<file path="src/sv/nni_fifo.sv">
`default_nettype none

module nni_fifo #(
    parameter int unsigned WIDTH = 25,
    parameter int unsigned DEPTH = 4
) (
    input  wire logic                         aclk,
    input  wire logic                         aresetn,
    input  wire logic                         push,
    input  wire logic [WIDTH-1:0]             wr_data,
    input  wire logic                         pop,
    output logic      [WIDTH-1:0]             rd_data,
    output logic                              full,
    output logic                              empty,
    output logic      [$clog2(DEPTH+1)-1:0]   count
);

    localparam int unsigned PTR_W = (DEPTH > 1) ? $clog2(DEPTH) : 1;
    localparam int unsigned CNT_W = $clog2(DEPTH + 1);

    logic [WIDTH-1:0] slot_reg [DEPTH];
    logic [PTR_W-1:0] wr_ptr_reg, wr_ptr_next;
    logic [PTR_W-1:0] rd_ptr_reg, rd_ptr_next;
    logic [CNT_W-1:0] count_reg, count_next;

    assign full    = (count_reg == CNT_W'(DEPTH));
    assign empty   = (count_reg == '0);
    assign count   = count_reg;
    assign rd_data = slot_reg[rd_ptr_reg];

    always_comb begin
        wr_ptr_next = wr_ptr_reg;
        rd_ptr_next = rd_ptr_reg;
        count_next  = count_reg;
        if (push) begin
            wr_ptr_next = (wr_ptr_reg == PTR_W'(DEPTH - 1)) ? '0 : wr_ptr_reg + PTR_W'(1);
        end
        if (pop) begin
            rd_ptr_next = (rd_ptr_reg == PTR_W'(DEPTH - 1)) ? '0 : rd_ptr_reg + PTR_W'(1);
        end
        if (push && !pop) begin
            count_next = count_reg + CNT_W'(1);
        end else if (pop && !push) begin
            count_next = count_reg - CNT_W'(1);
        end
    end

    always_ff @(posedge aclk) begin
        if (!aresetn) begin
            wr_ptr_reg <= '0;
            rd_ptr_reg <= '0;
            count_reg  <= '0;
        end else begin
            wr_ptr_reg <= wr_ptr_next;
            rd_ptr_reg <= rd_ptr_next;
            count_reg  <= count_next;
        end
    end

    always_ff @(posedge aclk) begin
        if (push) begin
            slot_reg[wr_ptr_reg] <= wr_data;
        end
    end

endmodule

`default_nettype wire

</file>
<file path="config.mk">
export PLATFORM = sky130hd
export DESIGN_NAME = nni_fifo
export DESIGN_NICKNAME = d
export VERILOG_FILES = /design/src/sv/nni_fifo.sv
export SDC_FILE = /design/constraint.sdc
export NUM_CORES = 1
export LEC_CHECK = 0
export BUFFER_PORTS_ARGS = -buffer_cell sky130_fd_sc_hd__buf_2
export CAP_MARGIN = 20
export CORE_AREA = 3 3 113 115
export DETAILED_ROUTE_END_ITERATION = 6
export DIE_AREA = 0 0 116 118
export PLACE_DENSITY = 0.61
export SYNTH_ARGS = -nofsm -noshare
export SYNTH_HDL_FRONTEND = slang
export SYNTH_SLANG_ARGS = --single-unit
export TNS_END_PERCENT = 20
</file>
<file path="constraint.sdc">
create_clock -name aclk -period 2.5 [get_ports aclk]
set_clock_uncertainty 0.05 [all_clocks]
set_input_delay 0.75 -clock aclk [delete_from_list [all_inputs] [get_ports aclk]]
set_output_delay 0.75 -clock aclk [all_outputs]
set_load 0.02 [all_outputs]
</file>
======== Word level (Yosys, flattened, before mapping) ========
Memories as Yosys holds them, arrays and structs flattened. A register that Yosys moved wholly into a read port is not among the register bits.
Cells that the tools add are included.
storage, ports and cells
  flip-flop bits (word level) ............. 7
  bits in writable memories ............... 100
  input bits .............................. 29
  output and inout bits ................... 30
  logic and storage cells ................. 25
  memories kept ........................... 1
memories
  memory    depth  width  read ports  clocked after Yosys merged registers in  wr ports  RTL line  text
  slot_reg  4      25     1           1                                        1         21        logic [WIDTH-1:0] slot_reg [DEPTH];
cells by class
  add/sub/neg operators ................... 4
  eq/ne operators ......................... 3
  multiplexer cells ....................... 8
  reductions and logical operators ........ 6
operator list
  cell                                                                 number
  2-bit 2-to-1 mux                                                     4
  3-bit 2-to-1 mux                                                     2
  2-bit by 1-bit adder with 2-bit output (second input constant)       2
  2-bit equality test (second input constant)                          2
  3-bit by 1-bit adder with 3-bit output (second input constant)       1
  3-bit equality test (second input constant)                          1
  3-bit logical NOT                                                    1
  3-bit by 1-bit subtractor with 3-bit output (second input constant)  1
  1-bit logical AND                                                    2
  1-bit logical NOT                                                    2
  1-bit 2-to-1 mux                                                     2
  2-bit nonzero test                                                   1

======== Logic depth before layout (Yosys ltp) ========
  word-level depth ........................ 4
  gate-level depth with buffers ........... 7
  mapped depth without buffers ............ 7

======== Worst setup path before layout ========
OpenSTA, ideal clock, no wires.
  kind .................................... input port to flip-flop
  from .................................... in pop
  to ...................................... reg count_reg[2] (netlist: count[2])
  setup time .............................. 0.076 ns
  data arrival time ....................... 1.954 ns
  data required time ...................... 2.374 ns
  path slack .............................. 0.421 ns
  stages .................................. 7
  path buffers ............................ 0
  cell sequence ........................... inv_1 ha_1 inv_1 fa_1 xor2_1 or3_1 a21boi_0
between the ends
  word-level cells in the longest chain between the ends .. 3
  elaborated cells between the ends (all ways) .. 5
  classes of those cells .................. mux (1); reduce/logical (4)
RTL lines
  item                                                    RTL line  text
  start, declared                                         11        input wire logic pop,
  1-bit logical NOT                                       41        if (push && !pop) begin
  1-bit logical AND                                       41
  3-bit 2-to-1 mux or 2-bit nonzero test (tied branches)  --
  end signal, assigned                                    56        count_reg <= count_next;
  end, declared                                           24        logic [CNT_W-1:0] count_reg, count_next;
Parallel ways exist; a longest one is shown, timed or not.
A chain may end at the register's enable or synchronous reset.

==> reports/metrics.cfg <==
[synthesis]
ys_seq_area_share_pct = 77.47
ys.flop_type = edfxtp_1
async_reset_ff_share_pct = 0
synth.avg_cell_area_um2 = 23.48
mappedNetlistNets = 211
ys_types = 23
ys_ff_latch = 109
ys_warn_count = 0
syn_inst = 175
synth_edf_count = 100
synth.cell_area_mm2 = 0.004109

[place]
place.port_buffers = 58
dpl.cell_count = 384
dp_hpwl_um = 4669
pre_cts_slack_ns = 0.2047
post_dp_cell_area_mm2 = 0.004646
gp_congestion = 0.6542

[global_routing]
grt_pass1_vias = 2058
grt_first_pass_wirelength_um = 10810
grt-ovfl-total = 0
gr-usage-all-layers_pct = 10.91
grt_max_degree = 26
antenna_found_initial = 0

[detailed_routing]
drtAntennaViolNets = 0
wl_um = 6855
drc = 0
via_count = 1898
drt-vias-per-instance = 4.710
dr.pass1.iters = 4
first_iter_violations = 70
wl_per_cell_um = 17.01

[hold_path]
hp-class = flop to flop
whs_path_depth = 2
whs_endpoint = count[2]$_SDFFE_PN0P_
min_from = count[2]$_SDFFE_PN0P_

[timing]
relSlewSlack_pct = 75.21
final-setup-viol-count = 0
hold_viol = 0
worst_pin_slew_ns = 0.3718
hold_ws_ns = 0.4883
rsz0062_at_grt = no
min_period_ns = 2.407
slew_violations = 0
fin_ws_ns = 0.09320
tns_ns = 0
timing.final.crit_share_pct = 96.27
max_freq_mhz = 415.5

[floorplanning]
pin_count = 59
start_util_pct = 34.50
core_mm2 = 0.01191
rows = 40
dieArea_mm2 = 0.01369
die_h_um = 118
fp.dieW_um = 116

[critical_path]
r2r-start = wr_ptr_reg[0]$_SDFFE_PN0P_
ff2ff_path_depth = 4
cp_data_arrival_time_ns = 1.61
cp_max_fo = 11
required_ns = 1.70
cp-end-kind = output pin
crit_type = flop to output pin
r2r_slack_ns = 0.94
r2r_end = slot_reg[0][4]$_DFFE_PP_
start_kind = flop

[finish]
final_cell_mix = 100 x edfxtp_1, 58 x buf_2, 21 x mux4_2, 9 x clkbuf_16
drive_above_1_share_pct = 42.75
utilization_pct = 41.81
stdcell_area_mm2 = 0.004980
area_delta_synth_final_pct = 21.19
nets = 286
finalNonFillerCells = 403
largest_reg_flops = 100
final_common_cell = edfxtp_1

[clock_tree]
clock-sinks = 109
max-clock-path-buffers = 2
cts_tree = yes
cts_buffers = 9
htree_levels = 3
clock-root-buffer = clkbuf_16
clock_latency_ns = 0.33
clk_pin_slew_ns = 0.07
ctsHoldBuffers = 0

[pwr]
power.total_mw = 4.046
p_leak_nw = 1.748
p_per_area_mw_per_mm2 = 812.5
peakVddDrop_mv = 0.3018

[flow_run]
drv_cap = 0

[run_status]
status = finished clean

==> cell families (layout without fill, tap and decap cells) <==
| family | count (synthesis) | after routing | share of synthesized area [%] |
|---|---|---|---|
| compound gates | 3 | 3 | 0.4872 |
| mux | 29 | 29 | 15.13 |
| fa+ha+maj | 7 | 7 | 2.314 |
| flops | 109 | 109 | 77.47 |
| simple gates | 15 | 15 | 2.193 |
| buf+inv | 10 | 90 | 1.979 |
| xor+xnor | 2 | 2 | 0.4264 |
| other cells | 0 | 1 | 0 |
==> cell type report <==
type	instances	area, um^2
fillers	1074	6932
flip-flops and latches	109	3187
multi-input cells	56	843.3
repair buffers	70	430.4
clock buffers	11	242.7
well taps	147	183.9
clock inverters	5	75.07
inverters	4	15.01
diodes	1	2.502
==> power by group <==
group / leakage, nW / total, mW / switching (mW) / internal, mW
Sequential: 0.993 / 2.12 / 0.0342 / 2.08
Clock: 0.159 / 1.48 / 0.584 / 0.900
Combinational: 0.595 / 0.446 / 0.250 / 0.196
Total: 1.75 / 4.05 / 0.868 / 3.18
==> worst max-delay path, cell delays in order, from the launching register on <==
cell     delay, ns
dfxtp_4       0.40
buf_12        0.16
mux4_2        0.52
buf_2         0.18
==> synthesized netlist by cell type, drive strengths merged, types with 2 or more instances <==
master  count  share of area, %
inv         4              0.37
mux2i       4              0.97
nor2b       5              0.76
ha          6               1.8
edfxtp    100                73
mux4       25                14
nor3        2              0.24
and2        5              0.76
buf         5               1.5
dfxtp       9               4.4
==> per-layer routing <==
metal / global-route usage, % / share of wire (%) / vias up
met5: 0 / 0 / -
met1: 13.60 / 45 / 976
met4: 4.569 / 1.4 / 0
li1: - / - / 869
met3: 4.319 / 5.0 / 9
met2: 16.83 / 49 / 44
==> how the worst max path moves through the flow <==
| stage | to | slack (ns) | depth (start not counted) |
|---|---|---|---|
| after global routing | rd_data[5] | 0.01 | 3 |
| after CTS | rd_data[7] | 0.01 | 3 |
| after detailed placement | count[2]$_SDFFE_PN0P_ | 0.20 | 8 |
| final | rd_data[13] | 0.09 | 3 |
| after global placement | count[2]$_SDFFE_PN0P_ | 0.26 | 8 |
| after floorplan | count[2]$_SDFFE_PN0P_ | 0.42 | 7 |
==> timing repair <==
item | in CTS | in global routing
gates resized for setup | 1 | 1
pin swaps | 0 | 0
setup buffers | 2 | 0
setup endpoints to repair | 10 | 1
Note: power is estimated with default switching activity, not from simulation.
