[src/sv/nni_pkg.sv]
`default_nettype none

package nni_pkg;

    // Field and register widths fixed by the pixel format and the register map.
    localparam int unsigned RATIO_W  = 15;
    localparam int unsigned DIM_W    = 7;
    localparam int unsigned AREA_W   = 2 * DIM_W;
    localparam int unsigned ACC_W    = RATIO_W + DIM_W;
    localparam int unsigned POS_W    = ACC_W - 7;
    localparam int unsigned PIX_W    = 24;
    localparam int unsigned APB_AW   = 4;
    localparam int unsigned APB_DW   = 32;

    localparam logic [RATIO_W-1:0] RATIO_MIN   = 15'd256;
    localparam logic [RATIO_W-1:0] RATIO_MAX   = 15'd25600;
    localparam logic [RATIO_W-1:0] RATIO_RESET = 15'd256;
    localparam logic [DIM_W-1:0]   DIM_RESET   = 7'd64;
    localparam logic [ACC_W:0]     ROUND_HALF  = 23'd128;

    // Register indexes, taken from paddr[3:2].
    localparam logic [1:0] REG_RATIO  = 2'd0;
    localparam logic [1:0] REG_WIDTH  = 2'd1;
    localparam logic [1:0] REG_HEIGHT = 2'd2;

    typedef enum logic [0:0] {
        OP_LOAD = 1'b0,
        OP_READ = 1'b1
    } op_t;

    typedef struct packed {
        logic       mode;
        logic [7:0] red_in;
        logic [7:0] green_in;
        logic [7:0] blue_in;
    } in_item_t;

    typedef struct packed {
        logic [7:0] red_out;
        logic [7:0] green_out;
        logic [7:0] blue_out;
        logic       end_of_line;
        logic       end_of_frame;
    } out_item_t;

    typedef struct packed {
        op_t              op;
        logic [PIX_W-1:0] pixel;
    } cmd_t;

    // Effective configuration, already clamped, plus the restart strobe.
    typedef struct packed {
        logic               restart;
        logic [RATIO_W-1:0] ratio;
        logic [DIM_W-1:0]   width;
        logic [DIM_W-1:0]   height;
        logic [AREA_W-1:0]  area;
    } cfg_t;

endpackage

`default_nettype wire

[src/sv/nni_front.sv]
`default_nettype none

module nni_front #(
    parameter int unsigned STORE_AW = 12
) (
    input  wire logic                   aclk,
    input  wire logic                   aresetn,
    input  wire nni_pkg::cfg_t          cfg,
    input  wire logic                   s_valid,
    output logic                        s_ready,
    input  wire nni_pkg::in_item_t      s_item,
    input  wire logic                   q_full,
    output logic                        q_push,
    output nni_pkg::cmd_t               q_cmd,
    output logic      [STORE_AW-1:0]    q_addr
);

    import nni_pkg::*;

    localparam int unsigned CW = (STORE_AW + 1 > AREA_W) ? STORE_AW + 1 : AREA_W;

    logic [STORE_AW-1:0] load_ptr_reg, load_ptr_next;
    logic [CW-1:0]       ptr_inc;

    // Input is held off for the cycle in which a register write restarts the block.
    assign s_ready = !q_full && !cfg.restart;
    assign q_push  = s_valid && s_ready;
    assign q_addr  = load_ptr_reg;
    assign ptr_inc = CW'(load_ptr_reg) + CW'(1);

    always_comb begin
        q_cmd.op    = s_item.mode ? OP_READ : OP_LOAD;
        q_cmd.pixel = {s_item.red_in, s_item.green_in, s_item.blue_in};
    end

    always_comb begin
        load_ptr_next = load_ptr_reg;
        if (q_push && (q_cmd.op == OP_LOAD)) begin
            load_ptr_next = (ptr_inc >= CW'(cfg.area)) ? '0 : ptr_inc[STORE_AW-1:0];
        end
    end

    always_ff @(posedge aclk) begin
        if (!aresetn || cfg.restart) begin
            load_ptr_reg <= '0;
        end else begin
            load_ptr_reg <= load_ptr_next;
        end
    end

endmodule

`default_nettype wire

[config.mk]
export PLATFORM = sky130hd
export DESIGN_NAME = nni_front
export DESIGN_NICKNAME = d
export VERILOG_FILES = /design/src/sv/nni_pkg.sv /design/src/sv/nni_front.sv
export SDC_FILE = /design/constraint.sdc
export NUM_CORES = 1
export LEC_CHECK = 0
export BUFFER_PORTS_ARGS = -buffer_cell sky130_fd_sc_hd__buf_2
export CAP_MARGIN = 30
export CORE_MARGIN = 3
export CORE_UTILIZATION = 41
export CTS_CLUSTER_DIAMETER = 50
export CTS_CLUSTER_SIZE = 12
export DETAILED_ROUTE_END_ITERATION = 7
export PLACE_DENSITY = 0.87
export SETUP_SLACK_MARGIN = 0.5
export SYNTH_ARGS = -nofsm -noshare
export SYNTH_HDL_FRONTEND = slang
export SYNTH_SLANG_ARGS = --single-unit
[constraint.sdc]
create_clock -name aclk -period 4.8 [get_ports aclk]
set_input_delay 0.72 -clock aclk [delete_from_list [all_inputs] [get_ports aclk]]
set_output_delay 0.72 -clock aclk [all_outputs]
set_load 0.01 [all_outputs]
; Word-level counts from Yosys, hierarchy flattened
; Cells that the tools add are included.
[op_classes]
add_sub_neg = 1
magnitude_cmp = 1
n_mux = 2
bitwise = 1
reduce_logical = 7
[ops]
columns = cell, n
row1 = >= comparator 13 x 14 -> 1 bit, 1
row2 = adder 12 x 1 -> 13 bit (second input constant), 1
row3 = two-way mux 12 bit, 1
row4 = logical AND 1 bit, 3
row5 = zero test 1 bit, 3
row6 = logical OR 1 bit, 1
row7 = two-way mux 1 bit, 1
row8 = NOT 1 bit, 1
[totals]
register_bits = 12
inputBits = 73
output_inout_bits = 39
word_cells = 13

; Depth between registers and ports, before layout
[depth]
depth_word = 4
mapped_depth = 13
ltp_nobuf = 11

; Worst setup path after synthesis
; OpenSTA, ideal clock, no wires.
[synth_timing]
kind = register -> register
startpoint = register load_ptr_reg[0] (netlist: q_addr[0])
endpoint = register load_ptr_reg[10] (netlist: q_addr[10])
setup_time_ns = 0.131
t_arrival_ns = 2.418
required_time_ns = 4.669
slack_ns = 2.251
stages_incl_launch_ff = 13
path_buffers = 1
cell_sequence = dfxtp_1 -> ha_1 -> and2_4 -> nand3_1 -> xnor2_1 -> ha_1 -> nand4b_1 -> nor2_1 -> nand3_1 -> o21ai_2 -> buf_4 -> a2bb2oi_2 -> o41ai_2
[synth_via]
elab_chain_cells = 3
[synth_lines]
columns = item, line_no
row1 = start: declaration, nni_front.sv:22  ; logic [STORE_AW-1:0] load_ptr_reg, load_ptr_next;
row2 = start signal: assignment, nni_front.sv:47  ; load_ptr_reg <= load_ptr_next;
row3 = adder 12 x 1 -> 13 bit *, nni_front.sv:29  ; assign ptr_inc = CW'(load_ptr_reg) + CW'(1);
row4 = >= comparator 13 x 14 -> 1 bit, nni_front.sv:39  ; load_ptr_next = (ptr_inc >= CW'(cfg.area)) ? '0 : ptr_inc[STORE_AW-1:0];
row5 = two-way mux 12 bit *, nni_front.sv:39
; Every way passes the cells marked *; elsewhere a longest branch is shown, timed or not.
; A chain may end at the register's enable or synchronous reset.

; Worst setup path after layout
[layout_timing]
startpoint = register load_ptr_reg[0] (netlist: q_addr[0])
endpoint = register load_ptr_reg[2] (netlist: q_addr[2])
; Same word-level chain as after synthesis.

==> results.toml <==
[floorplanning]
dieArea_mm2 = 0.00375
std_cell_rows = 19
start_util_pct = 44.3
die_w_um = 61.3
dieHeight_um = 61.3
boundaryPins = 112
core_area_mm2 = 0.00283

[timing]
fin_ws_ns = 1.81
drv_slew = 0
whs_ns = 0.530
finalCritPeriodShare_pct = 62.2
relSlewSlack_pct = 53.6
hold_violations = 0
setup_tns_ns = 0
period_needed_ns = 2.99
setup_violations = 0
fmax_mhz = 335
worst-slew-pin-transition_ns = 0.694
rsz0062_at_grt = "no"
skew_ns = 0.000964

[yosys]
synth.yosys.seq_area_share_pct = 19.2
yosys.area.top_type_share_pct = 19.2
synth_edf_count = 0
syn-instance-count = 156
yosysTopAreaCell = "dfxtp_1"
async_flop_share_pct = 0
yosys-top-cells-area = "dfxtp_1 19%, buf_4 16%, ha_1 14%"
synth_cell_types = 40
synth_ff_type = "dfxtp_1"
synth_nets = 243
synth_seq_cells = 12
syn_area_per_cell_um2 = 8.03
synth_area_mm2 = 0.00125
ys_warn_count = 0

[worst_hold_path]
hp-start = "q_addr[9]"
min_path_cells = 2
hold_path_end = "q_addr[9]"
hold_class = "register to register"

[detailed_routing]
viasPerCell = 5.39
wl_mm = 2.28
drt_iter0_markers = 20
wl_per_cell_um = 11.8
first_pass_iters = 4
remaining_drc_errors = 0
ant_nets = 0
route.vias.total = 1046

[power]
sequentialPowerShare_pct = 52.8
p_per_area_mw_per_mm2 = 149
p_leak_nw = 0.658
clkPwrFrac_pct = 32.6
ir_drop_mv = 0.0647
comb_power_share_pct = 14.6
p_int_mw = 0.142
swShare_pct = 25.4
power.total_mw = 0.190
p_sw_mw = 0.0481

[global_route]
grt_max_degree = 21
grt_pass1_vias = 967
overflow = 0
antenna_found_initial = 0
track_usage_pct = 13.9
grt_pass1_wl_mm = 3.97

[critical_path]
reg2reg_slack_ns = 1.81
critPathLaunchType = "register"
r2r_start = "q_addr[0]"
arrival_ns = 3.15
worstSetupEndpointType = "register"
reg2reg_depth = 11
crit_type = "register to register"
critPathMaxFanout = 14
reg2reg_to = "q_addr[2]"
startpoint = "q_addr[0]"
cp_data_required_time_ns = 4.97

[cells_and_area]
layoutNonFillerInstCount = 194
drive_above_1_share_pct = 30.1
nets = 252
finalInstanceArea_mm2 = 0.00127
fin_util_pct = 44.9
largest_reg_flops = 12
area_growth_syn_to_layout_pct = 1.40
insertedDiodeCount = 0

[clocking]
tritoncts = "done"
cts_inserted_buffers = 3
cts_setup_buffers = 0
clk_pin_slew_ns = 0.07
holdBufCountCts = 0
max-clock-path-buffers = 2
cts.htree.levels = 1
clk_root_buffer_cell = "clkbuf_4"
clock-sinks = 12
insertion_delay_ns = 0.27
cts_resized = 0

[place]
place_hpwl_mm = 1.87
gp_congestion = 0.736
portBuffers = 34
place_ws_ns = 1.80
place_inst = 191
dpl-instance-area_mm2 = 0.00125

[outcome]
status = "finished clean"

[flow_run]
drv_cap = 0
-- critical path, cell delays in order (launching register included) --
cell and delay [ns]:
dfxtp_1 0.51, ha_1 0.31, and2_4 0.19, nand3_1 0.17
xnor2_1 0.18, ha_1 0.28, nand4b_1 0.15, nor2_1 0.15
nand3_1 0.10, o21ai_2 0.52, o21bai_1 0.12, a21o_2 0.22
-- cell usage after synthesis, types with 2 or more instances --
library cell,number
a21o_1,2
nand2_1,9
buf_4,26
o21ai_2,2
nor2b_1,2
xnor2_1,5
nor3_1,3
a21oi_1,4
o31ai_1,2
nand3_1,11
xor2_1,4
buf_2,3
dfxtp_1,12
ha_1,14
nand2b_1,6
and2_4,2
o21ai_0,6
inv_1,15
nor2_1,7
-- cells by family (layout without fill, tap and decap cells) --
kind of cell | Yosys count | after routing | share of synthesized area, %
fa+ha+maj | 14 | 14 | 14.0
flops | 12 | 12 | 19.2
xor+xnor | 10 | 10 | 7.59
buf+inv | 45 | 52 | 21.6
compound gates | 24 | 24 | 14.0
simple gates | 51 | 51 | 23.7
-- layer usage --
| layer | wire length [um] | global-route usage, % | vias to the layer above | share of wire, % |
|---|---|---|---|---|
| met5 | 0 | 0 | - | 0 |
| met4 | 10 | 3.41 | 0 | 0.44 |
| met3 | 201 | 4.61 | 2 | 8.8 |
| met2 | 1160 | 25.1 | 26 | 51 |
| met1 | 910 | 15.7 | 495 | 40 |
| li1 | - | - | 523 | - |
-- power by group through the flow --
stage | clock network, mW | registers, mW | logic [mW]
2_1_floorplan | 0 | 0.103 | 0.0380
3_3_place_gp | 0 | 0.103 | 0.0273
3_5_place_dp | 0 | 0.103 | 0.0279
4_1_cts | 0.0612 | 0.100 | 0.0282
5_1_grt | 0.0677 | 0.100 | 0.0322
6_report | 0.0619 | 0.100 | 0.0277
-- cell type report --
class / count / area (um^2)
multi-input cells: 99 / 742
flip-flops and latches: 12 / 240
well taps: 31 / 38.8
inverters: 15 / 56.3
clock buffers: 3 / 22.5
fillers: 309 / 1560
repair buffers: 34 / 170
-- worst max path at each step --
stage / to
2_1_floorplan: q_addr[10]
3_3_place_gp: q_addr[2]
3_5_place_dp: q_addr[2]
4_1_cts: q_addr[2]
5_1_grt: q_addr[2]
6_report: q_addr[2]
-- cell usage in the layout (no fill, tap or decap), types with 5 or more instances in the layout --
cell type	Yosys	final
buf_2	3	34
dfxtp_1	12	12
ha_1	14	14
inv_1	15	15
nand2_1	9	9
nand2b_1	6	6
nand3_1	11	11
nor2_1	7	7
o21ai_0	6	6
xnor2_1	5	5
Power figures use the tool's default switching activity.
