`src/sv/nni_pkg.sv`:
```
`default_nettype none

package nni_pkg;

    // Field and register widths fixed by the pixel format and the register map.
    localparam int unsigned RATIO_W  = 15;
    localparam int unsigned DIM_W    = 7;
    localparam int unsigned AREA_W   = 2 * DIM_W;
    localparam int unsigned ACC_W    = RATIO_W + DIM_W;
    localparam int unsigned POS_W    = ACC_W - 7;
    localparam int unsigned PIX_W    = 24;
    localparam int unsigned APB_AW   = 4;
    localparam int unsigned APB_DW   = 32;

    localparam logic [RATIO_W-1:0] RATIO_MIN   = 15'd256;
    localparam logic [RATIO_W-1:0] RATIO_MAX   = 15'd25600;
    localparam logic [RATIO_W-1:0] RATIO_RESET = 15'd256;
    localparam logic [DIM_W-1:0]   DIM_RESET   = 7'd64;
    localparam logic [ACC_W:0]     ROUND_HALF  = 23'd128;

    // Register indexes, taken from paddr[3:2].
    localparam logic [1:0] REG_RATIO  = 2'd0;
    localparam logic [1:0] REG_WIDTH  = 2'd1;
    localparam logic [1:0] REG_HEIGHT = 2'd2;

    typedef enum logic [0:0] {
        OP_LOAD = 1'b0,
        OP_READ = 1'b1
    } op_t;

    typedef struct packed {
        logic       mode;
        logic [7:0] red_in;
        logic [7:0] green_in;
        logic [7:0] blue_in;
    } in_item_t;

    typedef struct packed {
        logic [7:0] red_out;
        logic [7:0] green_out;
        logic [7:0] blue_out;
        logic       end_of_line;
        logic       end_of_frame;
    } out_item_t;

    typedef struct packed {
        op_t              op;
        logic [PIX_W-1:0] pixel;
    } cmd_t;

    // Effective configuration, already clamped, plus the restart strobe.
    typedef struct packed {
        logic               restart;
        logic [RATIO_W-1:0] ratio;
        logic [DIM_W-1:0]   width;
        logic [DIM_W-1:0]   height;
        logic [AREA_W-1:0]  area;
    } cfg_t;

endpackage

`default_nettype wire

```
`src/sv/nni_regs.sv`:
```
`default_nettype none

module nni_regs #(
    parameter int unsigned MAX_WIDTH  = 64,
    parameter int unsigned MAX_HEIGHT = 64
) (
    input  wire logic                         aclk,
    input  wire logic                         aresetn,
    input  wire logic                         psel,
    input  wire logic                         penable,
    input  wire logic                         pwrite,
    input  wire logic [nni_pkg::APB_AW-1:0]   paddr,
    input  wire logic [nni_pkg::APB_DW-1:0]   pwdata,
    output logic      [nni_pkg::APB_DW-1:0]   prdata,
    output logic                              pready,
    output nni_pkg::cfg_t                     cfg
);

    import nni_pkg::*;

    localparam int unsigned DIM_LIMIT = (1 << DIM_W) - 1;
    localparam int unsigned W_CAP     = (MAX_WIDTH < DIM_LIMIT) ? MAX_WIDTH : DIM_LIMIT;
    localparam int unsigned H_CAP     = (MAX_HEIGHT < DIM_LIMIT) ? MAX_HEIGHT : DIM_LIMIT;
    localparam int unsigned W_RST     = (W_CAP < 64) ? W_CAP : 64;
    localparam int unsigned H_RST     = (H_CAP < 64) ? H_CAP : 64;

    logic [RATIO_W-1:0] ratio_q8_reg;
    logic [DIM_W-1:0]   source_width_reg;
    logic [DIM_W-1:0]   source_height_reg;
    logic [AREA_W-1:0]  area_reg;
    logic               restart_reg;

    logic               wr_en;
    logic               wr_known;
    logic [1:0]         index;
    logic [RATIO_W-1:0] ratio_eff;
    logic [DIM_W-1:0]   width_eff;
    logic [DIM_W-1:0]   height_eff;

    assign pready = 1'b1;
    assign index  = paddr[3:2];
    assign wr_en  = psel && penable && pwrite;

    always_comb begin
        unique case (index)
            REG_RATIO, REG_WIDTH, REG_HEIGHT: wr_known = 1'b1;
            default:                          wr_known = 1'b0;
        endcase
    end

    always_comb begin
        priority if (ratio_q8_reg < RATIO_MIN) begin
            ratio_eff = RATIO_MIN;
        end else if (ratio_q8_reg > RATIO_MAX) begin
            ratio_eff = RATIO_MAX;
        end else begin
            ratio_eff = ratio_q8_reg;
        end
        priority if (source_width_reg == '0) begin
            width_eff = DIM_W'(1);
        end else if (source_width_reg > DIM_W'(W_CAP)) begin
            width_eff = DIM_W'(W_CAP);
        end else begin
            width_eff = source_width_reg;
        end
        priority if (source_height_reg == '0) begin
            height_eff = DIM_W'(1);
        end else if (source_height_reg > DIM_W'(H_CAP)) begin
            height_eff = DIM_W'(H_CAP);
        end else begin
            height_eff = source_height_reg;
        end
    end

    always_ff @(posedge aclk) begin
        if (!aresetn) begin
            ratio_q8_reg      <= RATIO_RESET;
            source_width_reg  <= DIM_RESET;
            source_height_reg <= DIM_RESET;
            area_reg          <= AREA_W'(W_RST * H_RST);
            restart_reg       <= 1'b0;
        end else begin
            restart_reg <= wr_en && wr_known;
            area_reg    <= AREA_W'(width_eff) * AREA_W'(height_eff);
            if (wr_en) begin
                unique case (index)
                    REG_RATIO:  ratio_q8_reg      <= pwdata[RATIO_W-1:0];
                    REG_WIDTH:  source_width_reg  <= pwdata[DIM_W-1:0];
                    REG_HEIGHT: source_height_reg <= pwdata[DIM_W-1:0];
                    default: begin
                    end
                endcase
            end
        end
    end

    always_comb begin
        unique case (index)
            REG_RATIO:  prdata = APB_DW'(ratio_q8_reg);
            REG_WIDTH:  prdata = APB_DW'(source_width_reg);
            REG_HEIGHT: prdata = APB_DW'(source_height_reg);
            default:    prdata = '0;
        endcase
    end

    always_comb begin
        cfg.restart = restart_reg;
        cfg.ratio   = ratio_eff;
        cfg.width   = width_eff;
        cfg.height  = height_eff;
        cfg.area    = area_reg;
    end

endmodule

`default_nettype wire

```
`config.mk`:
```
export PLATFORM = sky130hd
export DESIGN_NAME = nni_regs
export DESIGN_NICKNAME = d
export VERILOG_FILES = /design/src/sv/nni_pkg.sv /design/src/sv/nni_regs.sv
export SDC_FILE = /design/constraint.sdc
export NUM_CORES = 1
export LEC_CHECK = 0
export BUFFER_PORTS_ARGS = -buffer_cell sky130_fd_sc_hd__buf_2
export CAP_MARGIN = 20
export CORE_ASPECT_RATIO = 1.1
export CORE_MARGIN = 2
export CORE_UTILIZATION = 56
export DETAILED_ROUTE_END_ITERATION = 6
export GPL_TIMING_DRIVEN = 0
export PLACE_DENSITY = 0.88
export SYNTH_ARGS = -nofsm -noshare
export SYNTH_HDL_FRONTEND = slang
export SYNTH_SLANG_ARGS = --single-unit
```
`constraint.sdc`:
```
create_clock -name aclk -period 9.78 [get_ports aclk]
set_input_delay 0.978 -clock aclk [delete_from_list [all_inputs] [get_ports aclk]]
set_output_delay 0.978 -clock aclk [all_outputs]
set_load 0.02 [all_outputs]
```
Word-level counts from Yosys, hierarchy flattened
Index checks and enable logic that the tools add are counted.

Output and inout port bits: 77. Register bits after elaboration: 44. ROM bits: 0. Logic and storage cells: 30. Memories kept: 0. Latch bits: 0. Bits of input ports: 41. Bits in writable memories: 0.

Multiplexer cells: 8. Shift-type cells: 0. Equality and inequality tests: 2. Divide/modulo/power cells: 0. Add/subtract/negate cells: 0. Magnitude comparators: 4. Bitwise operators: 0. Reduce and logical (&&, ||, !) cells: 10. $mul: 1.

Operators by type and width (count): 15-bit one-hot mux with 3 select lines (1); 15-bit two-way mux (2); 7-bit two-way mux (4); 15-bit greater-than comparator (second input constant) (1); 15-bit by 9-bit less-than comparator with 1-bit output (second input constant) (1); 7-bit greater-than comparator (second input constant) (2); 7-bit logical NOT (2); 7-bit by 7-bit multiplier with 14-bit output (1); 2-bit AND reduction (3); 1-bit logical AND (3); 3-bit OR reduction (1); 2-bit by 1-bit equality test with 1-bit output (second input constant) (1); 2-bit equality test (second input constant) (1); 2-bit logical NOT (1); 1-bit two-way mux (1).

Longest topological paths before layout
Depth in word-level cells: 4. Depth in mapped cells: 18. Depth with buffers taken out: 18.

Worst setup path before layout
OpenSTA, ideal clock, no wires.

Kind: flip-flop to flip-flop. Start: register source_width_reg[1]. End: register area_reg[11]. Arrival: 4663 ps. Buffers on the path: 0. Stages on the path, launching flop included: 18. Data required time: 9652 ps. Clock period less this slack: 4791 ps. Library setup time: 128 ps. Path slack: 4989 ps. Cells stage by stage: dfxtp_1 -> or4_1 -> nor2_1 -> o21bai_1 -> inv_1 -> nand2_1 -> fa_1 -> fa_1 -> inv_1 -> fa_1 -> inv_1 -> fa_1 -> inv_1 -> ha_1 -> or2_2 -> a311oi_1 -> xor2_1 -> nor2_1.

RTL lines: from (decl) (RTL line nni_regs.sv:28) `logic [DIM_W-1:0] source_width_reg;`; from (signal assigned) (RTL line nni_regs.sv:88) `REG_WIDTH: source_width_reg <= pwdata[DIM_W-1:0];`; to (signal assigned) (RTL line nni_regs.sv:80) `area_reg <= AREA_W'(W_RST * H_RST);`; to (signal assigned) (RTL line nni_regs.sv:84) `area_reg <= AREA_W'(width_eff) * AREA_W'(height_eff);`; to (decl) (RTL line nni_regs.sv:30) `logic [AREA_W-1:0] area_reg;`.

Worst setup path in the final report
Start: register source_width_reg[1]. End: register area_reg[11].

Cells in the longest elaborated chain, start to end: 4. Elaborated cells between the ends (all ways): 5. Those cells by class: mul: 1; order compare: 1; mux: 2; reduce/logical: 1.

RTL lines: 7-bit greater-than comparator (RTL line nni_regs.sv:61) `end else if (source_width_reg > DIM_W'(W_CAP)) begin`; 7-bit two-way mux (RTL line nni_regs.sv:61); 7-bit two-way mux * (RTL line nni_regs.sv:59) `priority if (source_width_reg == '0) begin`; 7-bit by 7-bit multiplier with 14-bit output * (RTL line nni_regs.sv:84).

Every way passes the cells marked *; elsewhere a longest branch is shown, timed or not. A chain may end at the register's enable or synchronous reset.

==> qor.yml <==
core_area_um2: 6160
ys_warn_count: 0
die_h_um: 87.5
critPathCaptureType: "flip-flop"
min_path_type: "flip-flop to flip-flop"
dpl.cell_count: 603
seq_area_frac_synth_pct: 24.8
p_leak_nw: 2.28
synthToLayoutAreaGrowth_pct: 19.2
cts_num_sinks: 44
setup_viol_count_final: 0
rsz0062_at_grt: "no"
cts_hold_buf: 0
drt_iter0_drc: 164
syn-cell-area_um2: 3550
fin_util_pct: 68.7
grt_usage_pct: 26.1
nFillCells: 495
first_global_vias: 3154
antenna_found_initial: 0
tritoncts: "yes"
combPwrFrac_pct: 10.5
seqCellArea_um2: 881
fmax_ghz: 0.195
p_seq_share_pct: 49.2
htree_num_levels: 2
first_pass_iters: 4
skew_ps: 4.04
antenna_cells: 0
fin_nets: 627
power_density_nw_per_um2: 87.7
crit_type: "flip-flop to flip-flop"
drc: 0
die_width_um: 79.9
viasPerCell: 5.25
cts_resized: 0
yosysUniqueCellTypes: 44
instances_no_fill: 611
numCtsBuffers: 5
worstSkewPairLatency_ps: 300
pin_count: 118
multi_input_area_um2: 2390
relSlewSlack_pct: 36.1
clk_pin_slew_worst_paths_ps: 80
tightest_slew_ps: 946
synth-edff-count: 0
power_mw: 0.371
antenna_left: 0
maxSlewViolCount: 0
vdd_drop_max_uv: 76.5
largest_reg_flops: 15
clockPowerShare_pct: 40.2
port_buffers: 80
cp.required_ps: 9960
grt_pass1_wl_um: 14500
p_sw_mw: 0.0913
synth-seq-cells: 44
max-cap-violations: 0
fin_crit_sh_pct: 52.4
wl_per_cell_um: 14.0
fin_setup_tns_ps: 0
status: "finished, final reports clean"
routabilityCongestion: 0.916
fp-row-count: 30
worstPathArrival_ps: 5300
fin_crit_ps: 5130
syn_area_per_cell_um2: 8.31
p_int_mw: 0.279
synthCells: 427
critPathLaunchType: "flip-flop"
die_area_um2: 6990
clk_path_buf_depth: 2
grt.overflow.total: 0
hold_viol: 0
async_reset_ff_share_pct: 0
num_vias: 3205
swShare_pct: 24.6
synth_ff_type: "dfxtp_1"
cts_setup_buffers: 0
dp_hpwl_um: 6890
start_util_pct: 57.6
wl_um: 8530
cts_root_buf: "clkbuf_8"
grt_max_degree: 15
worst_hold_slack_ps: 486
path_max_fanout: 6
drive_gt1_share_pct: 21.5
[path summary, 6_finish.rpt]
check,start,cells past startpoint,slack (ps),to
setup reg to reg,source_width_reg[1],17,4650,area_reg[11]
hold reg to reg,ratio_q8_reg[9],2,490,ratio_q8_reg[9]
setup / recovery,source_width_reg[1],17,4650,area_reg[11]
hold / removal,ratio_q8_reg[9],2,490,ratio_q8_reg[9]
[through the flow]
| step | area (µm²) | setup WS (ps) |
|---|---|---|
| after floorplan | 3610 | 4990 |
| after global placement | 4110 | 4780 |
| after detailed placement | 4110 | 4730 |
| after CTS | 4230 | 4680 |
| after global routing | 4230 | 4350 |
| final | 4230 | 4650 |
[Yosys cell counts (all sizes together) (3+ instances only)]
| cell | number | share of area (%) |
|---|---|---|
| o21bai | 3 | 0.63 |
| ha | 32 | 11 |
| nor3 | 3 | 0.42 |
| dfxtp | 44 | 25 |
| fa | 24 | 14 |
| and2 | 34 | 6.0 |
| nor2 | 48 | 5.2 |
| a211oi | 6 | 1.3 |
| nand2b | 11 | 1.9 |
| xor2 | 5 | 1.2 |
| a21o | 4 | 0.88 |
| inv | 35 | 3.7 |
| or4 | 3 | 0.74 |
| o21ai | 16 | 2.3 |
| and3 | 5 | 0.88 |
| mux2i | 21 | 5.9 |
| buf | 23 | 4.5 |
| a21oi | 18 | 2.5 |
| nand2 | 54 | 5.7 |
| clkbuf | 13 | 1.4 |
[layout by cell type (no fill, tap or decap), types with 2 or more instances in the layout]
master    synthesis  layout
nand2b_1         11      11
dfxtp_1          44      44
nand2_1          54      54
xor2_1            5       5
clkbuf_1         13      13
a211oi_1          6       6
conb_1            2      18
clkbuf_8          0       6
ha_1             32      32
a21oi_1          18      18
o21ai_0          16      16
a311oi_1          2       2
nor4_1            2       2
buf_4            19      19
nor2_1           47      47
a31oi_1           2       2
xnor2_1           2       2
and2_1           33      33
nor3_1            3       3
nor3b_1           2       2
or4_1             2       2
buf_1             2       2
and3_1            5       5
o21bai_1          3       3
fa_1             24      24
buf_2             2      82
inv_1            35      35
nand3_1           2       2
a21o_1            3       3
mux2i_1          21      21
[logic make-up (layout without fill, tap and decap cells)]
group | after synthesis | count (layout) | share of synthesized area [%]
AO/OA/AOI/OAI | 57 | 57 | 9.91
XOR/XNOR | 7 | 7 | 1.73
adder cells (fa/ha/maj) | 56 | 56 | 24.8
buffers and inverters | 71 | 159 | 9.59
flip-flops | 44 | 44 | 24.8
multiplexers | 21 | 21 | 5.93
other | 2 | 18 | 0.212
AND/OR/NAND/NOR | 169 | 169 | 23.0
[critical path, stage by stage, from the launching register on]
cell      delay [ps]
dfxtp_1          350
or4_1            530
nor2_1           110
o21bai_1         180
inv_1            190
nand2_1          100
fa_1             540
fa_1             550
inv_1             60
fa_1             530
inv_1             60
fa_1             530
inv_1             40
ha_1             300
or2_2            350
a311oi_1         330
xor2_1           190
nor2_1            50
[per-layer routing]
metal | global-route usage (%) | part of all wire [%] | vias to the layer above
li1 | - | - | 1564
met1 | 31.6 | 41 | 1506
met2 | 47.3 | 51 | 119
met3 | 3.84 | 5.5 | 16
met4 | 8.17 | 1.7 | 0
met5 | 0 | 0 | -
[cell type report]
| cell class | count | share of cell area, % |
|---|---|---|
| multi-input cells | 328 | 56.4 |
| repair buffers | 80 | 9.47 |
| clock buffers | 6 | 1.95 |
| well taps | 80 | 2.37 |
| clock inverters | 2 | 0.917 |
| flip-flops and latches | 44 | 20.8 |
| plain buffers | 36 | 4.94 |
| inverters | 35 | 3.11 |
[power groups by stage]
| stage | registers, mW | clock network (mW) | logic (mW) |
|---|---|---|---|
| after floorplan | 0.186 | 0 | 0.0271 |
| final | 0.183 | 0.149 | 0.0390 |
| after global routing | 0.183 | 0.162 | 0.0425 |
| after global placement | 0.187 | 0 | 0.0379 |
| after CTS | 0.183 | 0.152 | 0.0387 |
| after detailed placement | 0.187 | 0 | 0.0386 |
No activity file was read; power rests on OpenSTA's default activity.
